File: src/design/ecar_pkg.sv
// shared types and constants for the spike remover
package ecar_pkg;

   localparam int MAX_LEN_DEF     = 4096;
   localparam int SAMPLE_BITS_DEF = 16;

   localparam int CFG_W      = 12;
   localparam int CSR_ADDR_W = 4;
   localparam int CSR_DATA_W = 32;

   localparam logic [CFG_W-1:0] FIRST_RATIO_RST = 12'd768;
   localparam logic [CFG_W-1:0] GLOBAL_MULT_RST = 12'd1024;
   localparam logic [CFG_W-1:0] LOCAL_MULT_RST  = 12'd512;

   localparam logic [1:0] REG_FIRST_RATIO = 2'd0;
   localparam logic [1:0] REG_GLOBAL_MULT = 2'd1;
   localparam logic [1:0] REG_LOCAL_MULT  = 2'd2;

   localparam logic [1:0] STATUS_CLEAN = 2'd0;
   localparam logic [1:0] STATUS_PASS  = 2'd1;
   localparam logic [1:0] STATUS_NONE  = 2'd2;

   localparam int QDEPTH  = 4;
   localparam int QPTR_W  = 2;
   localparam int ARITH_W = 64;

   typedef enum logic {
      CMD_LOAD,
      CMD_READ
   } cmd_kind_type;

   typedef struct packed {
      logic         valid;
      cmd_kind_type kind;
      logic         last;
   } cmd_ctl_type;

   typedef enum logic {
      AR_DIV,
      AR_SQRT
   } arith_mode_type;

   typedef struct packed {
      logic           start;
      arith_mode_type mode;
   } arith_req_type;

   typedef struct packed {
      logic busy;
      logic done;
   } arith_sts_type;

   typedef enum logic [1:0] {
      PH_IDLE,
      PH_LOAD,
      PH_CLEAN,
      PH_PASS
   } phase_type;

   typedef enum logic [3:0] {
      BK_IDLE,
      BK_FIN,
      BK_RA0,
      BK_RA1,
      BK_RA2,
      BK_REPAIR,
      BK_MEAN,
      BK_MEAN_WAIT,
      BK_VAR,
      BK_VDIV,
      BK_VDIV_WAIT,
      BK_SQRT,
      BK_SQRT_WAIT,
      BK_RD1,
      BK_RD2
   } back_state_type;

endpackage

File: src/design/ecar_front.sv
// request intake: decodes each request and queues it for the back end
module ecar_front #(
   parameter int SAMPLE_BITS = ecar_pkg::SAMPLE_BITS_DEF,
   parameter int DATA_W      = 16
) (
   input  logic                     clock,
   input  logic                     reset,
   input  logic                     req_tvalid,
   output logic                     req_tready,
   input  logic [DATA_W-1:0]        req_tdata,   // sample_in
   input  logic                     req_tuser,   // op
   input  logic                     req_tlast,   // last_in
   output ecar_pkg::cmd_ctl_type    cmd_ctl,
   output logic [SAMPLE_BITS-1:0]   cmd_sample,
   input  logic                     cmd_pop
);
   import ecar_pkg::*;

   logic [SAMPLE_BITS-1:0] smp_ff [QDEPTH];
   cmd_kind_type           kind_ff [QDEPTH];
   logic                   last_ff [QDEPTH];
   logic [QPTR_W-1:0]      wr_ptr_ff, wr_ptr_in;
   logic [QPTR_W-1:0]      rd_ptr_ff, rd_ptr_in;
   logic [QPTR_W:0]        count_ff, count_in;
   logic                   push, pop;
   cmd_kind_type           kind_dec;

   assign req_tready = (count_ff != (QPTR_W+1)'(QDEPTH));
   assign push       = req_tvalid && req_tready;
   assign pop        = cmd_pop && (count_ff != '0);
   assign kind_dec   = req_tuser ? CMD_READ : CMD_LOAD;

   assign cmd_ctl.valid = (count_ff != '0);
   assign cmd_ctl.kind  = kind_ff[rd_ptr_ff];
   assign cmd_ctl.last  = last_ff[rd_ptr_ff];
   assign cmd_sample    = smp_ff[rd_ptr_ff];

   always_comb begin
      wr_ptr_in = push ? wr_ptr_ff + 1'b1 : wr_ptr_ff;
      rd_ptr_in = pop ? rd_ptr_ff + 1'b1 : rd_ptr_ff;
      count_in  = count_ff + (QPTR_W+1)'(push) - (QPTR_W+1)'(pop);
   end

   always_ff @(posedge clock) begin
      if (reset) begin
         wr_ptr_ff <= '0;
         rd_ptr_ff <= '0;
         count_ff  <= '0;
      end else begin
         wr_ptr_ff <= wr_ptr_in;
         rd_ptr_ff <= rd_ptr_in;
         count_ff  <= count_in;
      end
   end

   always_ff @(posedge clock) begin
      if (push) begin
         smp_ff[wr_ptr_ff]  <= req_tdata[SAMPLE_BITS-1:0];
         kind_ff[wr_ptr_ff] <= kind_dec;
         last_ff[wr_ptr_ff] <= req_tlast;
      end
   end

endmodule

File: config.mk
export PLATFORM = sky130hd
export DESIGN_NAME = ecar_front
export DESIGN_NICKNAME = d
export VERILOG_FILES = /design/src/design/ecar_pkg.sv /design/src/design/ecar_front.sv
export SDC_FILE = /design/constraint.sdc
export NUM_CORES = 1
export LEC_CHECK = 0
export BUFFER_PORTS_ARGS = -buffer_cell sky130_fd_sc_hd__buf_4
export CAP_MARGIN = 10
export CORE_MARGIN = 2
export CORE_UTILIZATION = 35
export DETAILED_ROUTE_END_ITERATION = 6
export GPL_TIMING_DRIVEN = 0
export PLACE_DENSITY = 0.53
export SLEW_MARGIN = 10
export SYNTH_ARGS = -nofsm -noshare
export SYNTH_HDL_FRONTEND = slang
export SYNTH_SLANG_ARGS = --single-unit
File: constraint.sdc
create_clock -name clock -period 2.5 [get_ports clock]
set_input_delay 0.5 -clock clock [delete_from_list [all_inputs] [get_ports clock]]
set_output_delay 0.5 -clock clock [all_outputs]
set_load 0.05 [all_outputs]
### Word level (Yosys, flattened, before mapping)

Memories as Yosys holds them, arrays and structs flattened. A register that Yosys moved wholly into a read port is not among the register bits.
Index checks and enable logic that the tools add are counted.
W data, S select, Z words.

| cells by class | value |
|---|---|
| $add $sub $neg | 4 |
| multiply operators | 0 |
| divide/modulo/power cells | 0 |
| order comparisons | 0 |
| eq/ne operators | 1 |
| shift-type cells | 0 |
| mux-type cells | 9 |
| bitwise logic cells | 0 |
| reductions and logical operators | 3 |

Operators by type and width:

| operator | number |
|---|---|
| $mux W2 | 6 |
| $add A2 B1 Y2 const B | 2 |
| $add A3 B1 Y3 | 1 |
| $mux W1 | 3 |
| $ne A3 B3 Y1 const B | 1 |
| $reduce_bool A3 Y1 | 1 |
| $sub A3 B1 Y3 | 1 |
| $logic_and A1 B1 Y1 | 2 |

| storage, ports and cells | value |
|---|---|
| flip-flop bits (word level) | 7 |
| latch bits | 0 |
| bits in writable memories | 72 |
| memory bits (read-only) | 0 |
| input bits | 22 |
| output and inout port bits | 20 |
| word-level logic and storage cells | 23 |
| memories kept | 3 |

Memory list:

| name | depth | bits a word | read ports | clocked after Yosys merged registers in | wr ports | RTL line | source |
|---|---|---|---|---|---|---|---|
| smp_ff | 4 | 16 | 1 | 1 | 1 | ecar_front.sv:19 | `logic [SAMPLE_BITS-1:0] smp_ff [QDEPTH];` |
| kind_ff | 4 | 1 | 1 | 1 | 1 | ecar_front.sv:20 | `cmd_kind_type kind_ff [QDEPTH];` |
| last_ff | 4 | 1 | 1 | 1 | 1 | ecar_front.sv:21 | `logic last_ff [QDEPTH];` |

### Depth between registers and ports, before layout

Gate-level depths: netlist (run 1).

| depth | value |
|---|---|
| word-level depth | 4 |
| depth in mapped cells | 11 |
| gate-level depth less buffers | 11 |

### Worst setup path before layout (run 1)

No wires, ideal clock.

| timing | value |
|---|---|
| path type | in2reg |
| start point | in req_tvalid |
| end point | reg count_ff[2] |
| setup time | 78 ps |
| arrival time | 2056 ps |
| data required time | 2422 ps |
| path slack | 367 ps |
| stages on the path | 10 |
| path buffers | 0 |
| path through | a21boi_2 -> inv_1 -> ha_1 -> inv_1 -> ha_1 -> inv_1 -> fa_1 -> xor2_1 -> and2_1 -> nor3_1 |

| between the ends | value |
|---|---|
| word-level cells in the longest chain between the ends | 3 |

RTL lines:

| what | RTL line | source |
|---|---|---|
| from (decl) | ecar_front.sv:8 | `input logic req_tvalid,` |
| $logic_and A1 B1 Y1 | ecar_front.sv:29 | `assign push = req_tvalid && req_tready;` |
| $add A3 B1 Y3 | ecar_front.sv:41 | `count_in = count_ff + (QPTR_W+1)'(push) - (QPTR_W+1)'(pop);` |
| $sub A3 B1 Y3 | ecar_front.sv:41 |  |
| to (signal assigned) | ecar_front.sv:52 | `count_ff <= count_in;` |
| to (decl) | ecar_front.sv:24 | `logic [QPTR_W:0] count_ff, count_in;` |

Every way passes these cells.
A chain may end at the register's enable or synchronous reset.

==> impl_metrics.toml, run 1 <==
[status]
status = "complete, no violations"

[logic_synthesis]
synth_seq_cells = 81
synth_fp_nets = 172
syn_avg_cell_area_um2 = 21.7
ys_warn_count = 0
ys_seq_area_share_pct = 75.4
synth_cell_types = 25
synth_area_um2 = 3110
syn_inst = 143

[die]
die_y_um = 98.2
initial_core_util_pct = 35.8
die_w_um = 98.2
ios = 42
die-area_um2 = 9650
fp-row-count = 34
fp.coreArea_um2 = 8680

[timing]
holdWs_ps = 346
timing.final.crit_share_pct = 91.1
hold_viol_final = 0
fin_setup_tns_ps = 0
drv_slew = 0
clock-skew-final_ps = 10.5
setup_viol = 0
finalCriticalPeriod_ps = 2280
fmax_mhz = 439
rsz0062_at_grt = "false"
tightestPinTransition_ps = 979
timing.slew.headroom_pct = 34.7
fin_ws_ps = 222

[place]
dpl.cell_count = 291
gp_congestion = 0.683
postPlaceCellArea_um2 = 3540
pre_cts_slack_ps = 102
dp_hpwl_um = 3330
numPortBuffers = 40

[cells_and_area]
antenna_cells = 0
final_core_util_pct = 43.1
fillCellCount = 785
final_layout_size_suffix_gt1_share_pct = 36.5
stdcell_area_um2 = 3740
areaGrowthSynthToFinish_pct = 20.2
fin_cells = 308
final_nets = 224

[critical_path]
reg2reg_slack_ps = 320
r2r-start = "count_ff[1]"
path_buf_inv = 3
crit_chain = "buf_2 > buf_2 > mux4_2 > buf_4"
path_max_fanout = 10
cp.arrival_ps = 1780
rr_endpoint = "count_ff[2]"
path_common_cell = "buf_2"
critical_path.endpoint_type = "output port"
r2r_cells = 11
required_ps = 2000
worstSetupPathType = "flip-flop to output port"
slowest_delay_ps = 360
cpLargestDelayFamily = "buffers and inverters"
start_kind = "flip-flop"
cp_slowest_cell = "mux4_2"

[clocking]
cts_sinks = 81
cts.clk_slew.worst_paths_ps = 90
clk_root_buffer_cell = "clkbuf_8"
cts_tree = "yes"
ctsResizeCount = 0
hold_buffers = 0
post_cts_buffers = 0
htreeDepth = 3
cts_buffers = 9
worst_skew_pair.late_latency_ps = 350
clock_path_buffers = 2

[power]
peakVddDrop_mv = 0.657
design_power_total_mw = 4.17
leakage_nw = 1.31
power_density_nw_per_um2 = 1120

[worst_hold_path]
holdPathStages = 1
whs_endpoint = "smp_ff[3][10]"
min-delay-start = "req_tdata[10]"
hold_class = "input port to flip-flop"

[global_route]
antenna_found_initial = 0
grt_max_degree = 19
grt_pass1_wl_um = 8550
grt_pass1_vias = 1643
gr-total-overflow = 0
grt_use_total_pct = 11.8

[routing]
vias = 1457
first_iter_violations = 72
ant_nets = 0
viasPerCell = 4.73
wire_per_inst_um = 16.9
dr.pass1.iters = 4
wl_um = 5200
drc_errors = 0

[run]
max_cap_viol_count = 0
[kinds of logic after synthesis]
group / count (synthesis) / synth area share, %
and+or+nand+nor: 19 / 3.06
muxes: 20 / 14.7
AOI/OAI and AO/OA: 3 / 0.926
DFF: 81 / 75.4
buffers and inverters: 10 / 2.05
xor gates and xnor gates: 3 / 0.846
adders and majority gates: 7 / 3.06
[how the worst max path moves through the flow]
stage / start / to / cells after the start
floorplan: req_tvalid / count_ff[2] / 10
global placement: req_tvalid / count_ff[2] / 11
detailed placement: req_tvalid / count_ff[2] / 11
CTS: count_ff[1] / count_ff[2] / 11
global route: flip-flop / cmd_sample[8] / 4
finish: flip-flop / cmd_sample[13] / 4
[routing by layer]
layer | routed length (µm) | global-route usage [%] | share of wire (%) | up-vias
met5 | 0 | 0 | 0 | -
li1 | - | - | - | 678
met1 | 2150 | 13.8 | 41 | 749
met3 | 163 | 2.93 | 3.1 | 6
met2 | 2800 | 20.5 | 54 | 24
met4 | 78 | 5.69 | 1.5 | 0
[flip-flops by register name (all words and copies together), names as in the netlist, named ones only]
register   count
count_ff       3
kind_ff        4
smp_ff        64
last_ff        4
rd_ptr_ff      2
wr_ptr_ff      2
[power by group]
group	switching [mW]	internal (mW)	total (mW)
combinational	0.965	0.568	1.53
sequential	0.0805	1.67	1.75
clock	0.502	0.381	0.883
total	1.55	2.62	4.17
[worst reg2reg max path, cell delays in order (launching register included)]
cell      delay [ps]
dfxtp_1          460
nor2_1           110
a21boi_2         160
inv_1             60
ha_1             280
inv_1             60
ha_1             130
inv_1             50
fa_1             370
xor2_1           160
and2_1           160
nor3_1           110
[Yosys cell counts]
| library cell | number | area share, % |
|---|---|---|
| clkbuf_1 | 1 | 0.12 |
| buf_2 | 2 | 0.32 |
| dfxtp_1 | 9 | 5.8 |
| mux2_2 | 1 | 0.36 |
| o31a_1 | 1 | 0.28 |
| mux2i_1 | 1 | 0.32 |
| buf_6 | 1 | 0.36 |
| nor2b_1 | 1 | 0.20 |
| and2_1 | 5 | 1.0 |
| buf_12 | 1 | 0.64 |
| ha_1 | 6 | 2.4 |
| or3_1 | 1 | 0.20 |
| mux4_2 | 10 | 7.2 |
| xor2_1 | 2 | 0.56 |
| mux4_1 | 8 | 6.8 |
| inv_1 | 5 | 0.60 |
| a21boi_2 | 1 | 0.36 |
| o311ai_0 | 1 | 0.28 |
| fa_1 | 1 | 0.64 |
| nand2b_1 | 2 | 0.40 |
| nor2_1 | 8 | 0.97 |
| nand2_1 | 1 | 0.12 |
| nor3_1 | 1 | 0.16 |
| xnor2_1 | 1 | 0.28 |
| edfxtp_1 | 72 | 70 |
[layout make-up]
cell class	instances	area [µm²]	area share, %
sequential	81	2340	62.7
multi-input combinational	52	702	18.8
timing repair buffer	41	308	8.24
tap	108	135	3.62
clock buffer	9	124	3.32
clock inverter	7	61.3	1.64
buffer	5	45.0	1.21
inverter	5	18.8	0.502
[cells in the final DEF, fill, tap and decap left out, drive strengths merged, types with 2 or more instances in the layout]
cell type	Yosys	routed
edfxtp	72	72
buf	4	45
mux4	18	18
clkbuf	1	10
inv	5	10
dfxtp	9	9
nor2	8	8
ha	6	6
and2	5	5
xor2	2	2
nand2b	2	2
clkinvlp	0	2
Power figures use the tool's default switching activity.
==> inputs of run 2 (changes only) <==
--- a/config.mk
+++ b/config.mk
@@ -7,12 +7,16 @@
 export LEC_CHECK = 0
 export BUFFER_PORTS_ARGS = -buffer_cell sky130_fd_sc_hd__buf_4
 export CAP_MARGIN = 10
+export CELL_PAD_IN_SITES_DETAIL_PLACEMENT = 0
+export CELL_PAD_IN_SITES_GLOBAL_PLACEMENT = 1
+export CORE_ASPECT_RATIO = 0.9
 export CORE_MARGIN = 2
 export CORE_UTILIZATION = 35
 export DETAILED_ROUTE_END_ITERATION = 6
 export GPL_TIMING_DRIVEN = 0
-export PLACE_DENSITY = 0.53
+export PLACE_DENSITY = 0.59
 export SLEW_MARGIN = 10
 export SYNTH_ARGS = -nofsm -noshare
 export SYNTH_HDL_FRONTEND = slang
 export SYNTH_SLANG_ARGS = --single-unit
+export TNS_END_PERCENT = 10
==> impl_metrics.toml, run 2 (synthesis gave the netlist of run 1 again) <==
[clocking]
htreeDepth = 3
cts_sinks = 81
cts_tree = "yes"
cts.clk_slew.worst_paths_ps = 80
hold_buffers = 0
clock_path_buffers = 2
cts_buffers = 9
worst_skew_pair.late_latency_ps = 340
clk_root_buffer_cell = "clkbuf_8"

[timing]
hold_viol_final = 0
setup_viol = 0
drv_slew = 0
fin_setup_tns_ps = 0
clock-skew-final_ps = 5.11
finalCriticalPeriod_ps = 2230
holdWs_ps = 360
timing.final.crit_share_pct = 89.4
fmax_mhz = 448
timing.slew.headroom_pct = 32.0
rsz0062_at_grt = "false"
tightestPinTransition_ps = 1020

[routing]
viasPerCell = 4.55
vias = 1447
wire_per_inst_um = 16.3
drc_errors = 0
wl_um = 5170
dr.pass1.iters = 4
first_iter_violations = 86
ant_nets = 0

[cells_and_area]
top_regs = "smp_ff x64, kind_ff x4, last_ff x4"
stdcell_area_um2 = 3750
antenna_cells = 0
largest_reg_flops = 64
fin_cells = 318
final_common_cell = "edfxtp_1"
fillCellCount = 747
final_core_util_pct = 43.6
top_register = "smp_ff"
final_nets = 223
areaGrowthSynthToFinish_pct = 20.7
final_cell_mix = "edfxtp_1 (72), buf_4 (40), mux4_2 (10)"
final_layout_size_suffix_gt1_share_pct = 35.2

[power]
leakage_nw = 1.31
power_density_nw_per_um2 = 1120
peakVddDrop_mv = 0.323

[critical_path]
slowest_delay_ps = 360
cp.arrival_ps = 1730
path_max_fanout = 10
cp_slowest_cell = "mux4_2"
start_kind = "flip-flop"
worstSetupPathType = "flip-flop to output port"
path_common_cell = "buf_2"
path_buf_inv = 3
cpLargestDelayFamily = "buffers and inverters"
crit_chain = "buf_2 > buf_2 > mux4_2 > buf_4"
required_ps = 2000
critical_path.endpoint_type = "output port"

[run]
max_cap_viol_count = 0

[die]
die_y_um = 93.4
fp-row-count = 32
ios = 42
die-area_um2 = 9650
initial_core_util_pct = 36.1
die_w_um = 103
fp.coreArea_um2 = 8610

[place]
dpl.cell_count = 302
postPlaceCellArea_um2 = 3560
dp_hpwl_um = 3400
numPortBuffers = 40
gp_congestion = 0.744

[global_route]
antenna_found_initial = 0
grt_max_degree = 19
gr-total-overflow = 0
grt_pass1_vias = 1540
grt_use_total_pct = 11.9
grt_pass1_wl_um = 8110

[worst_hold_path]
hold_class = "input port to flip-flop"

[status]
status = "complete, no violations"
run 2: cell count changes in the layout (fill, tap and decap cells not counted), sizes merged:
cell,before,now
inv,10,6
clkbuf,10,12
clkinv,0,2
buf,45,44
bufinv,0,1
clkinvlp,2,1
run 2: worst paths after layout:
| kind | start | cells after the start | slack, ps | to |
|---|---|---|---|---|
| hold reg to reg | rd_ptr_ff[1] | 2 | 530 | flip-flop |
| setup / recovery | flip-flop | 4 | 270 | cmd_sample[13] |
| setup reg to reg | count_ff[0] | 11 | 280 | count_ff[2] |
| hold / removal | req_tdata[12] | 1 | 360 | smp_ff[2][12] |
run 2: repair_timing:
action | 4_1_cts | 5_1_grt
hold endpoints to repair | 0 | 0
resized for setup | 0 | 2
buffers inserted | 0 | 0
setup endpoints to repair | 0 | 1
run 2: layer usage:
| metal | GRT usage, % | routed length, µm | up-vias |
|---|---|---|---|
| li1 | - | - | 678 |
| met1 | 13.5 | 2060 | 730 |
| met2 | 20.7 | 2850 | 33 |
| met3 | 4.56 | 210 | 6 |
| met4 | 3.62 | 55 | 0 |
| met5 | 0 | 0 | - |
run 2: layout make-up:
| cell class | instances | area [µm²] | area share (%) |
|---|---|---|---|
| Tap cell | 119 | 149 | 3.97 |
| Buffer | 5 | 45.0 | 1.20 |
| Sequential cell | 81 | 2340 | 62.5 |
| Inverter | 5 | 18.8 | 0.500 |
| Clock inverter | 5 | 55.1 | 1.47 |
| Clock buffer | 11 | 131 | 3.50 |
| Multi-Input combinational cell | 52 | 709 | 18.9 |
| Timing Repair Buffer | 40 | 300 | 8.00 |
run 2: power breakdown:
part / total (mW) / internal, mW / switching, mW
sequential: 1.76 / 1.68 / 0.0812
combinational: 1.55 / 0.568 / 0.979
clock: 0.889 / 0.461 / 0.428
total: 4.19 / 2.70 / 1.49
run 2: stage by stage:
| step | setup slack (ps) | power (mW) |
|---|---|---|
| floorplan | 367 | 2.91 |
| global placement | 191 | 3.30 |
| detailed placement | 131 | 3.35 |
| CTS | 110 | 4.25 |
| global route | 97.6 | 4.40 |
| finish | 266 | 4.19 |
run 2: worst register-to-register path, cell delays in order, from the launching register on:
cell and delay (ps):
dfxtp_1 410, nor2_1 110, a21boi_4 230, inv_1 70, ha_1 290, inv_1 50
ha_1 120, inv_1 40, fa_1 380, xor2_1 170, and2_1 170, nor3_1 110
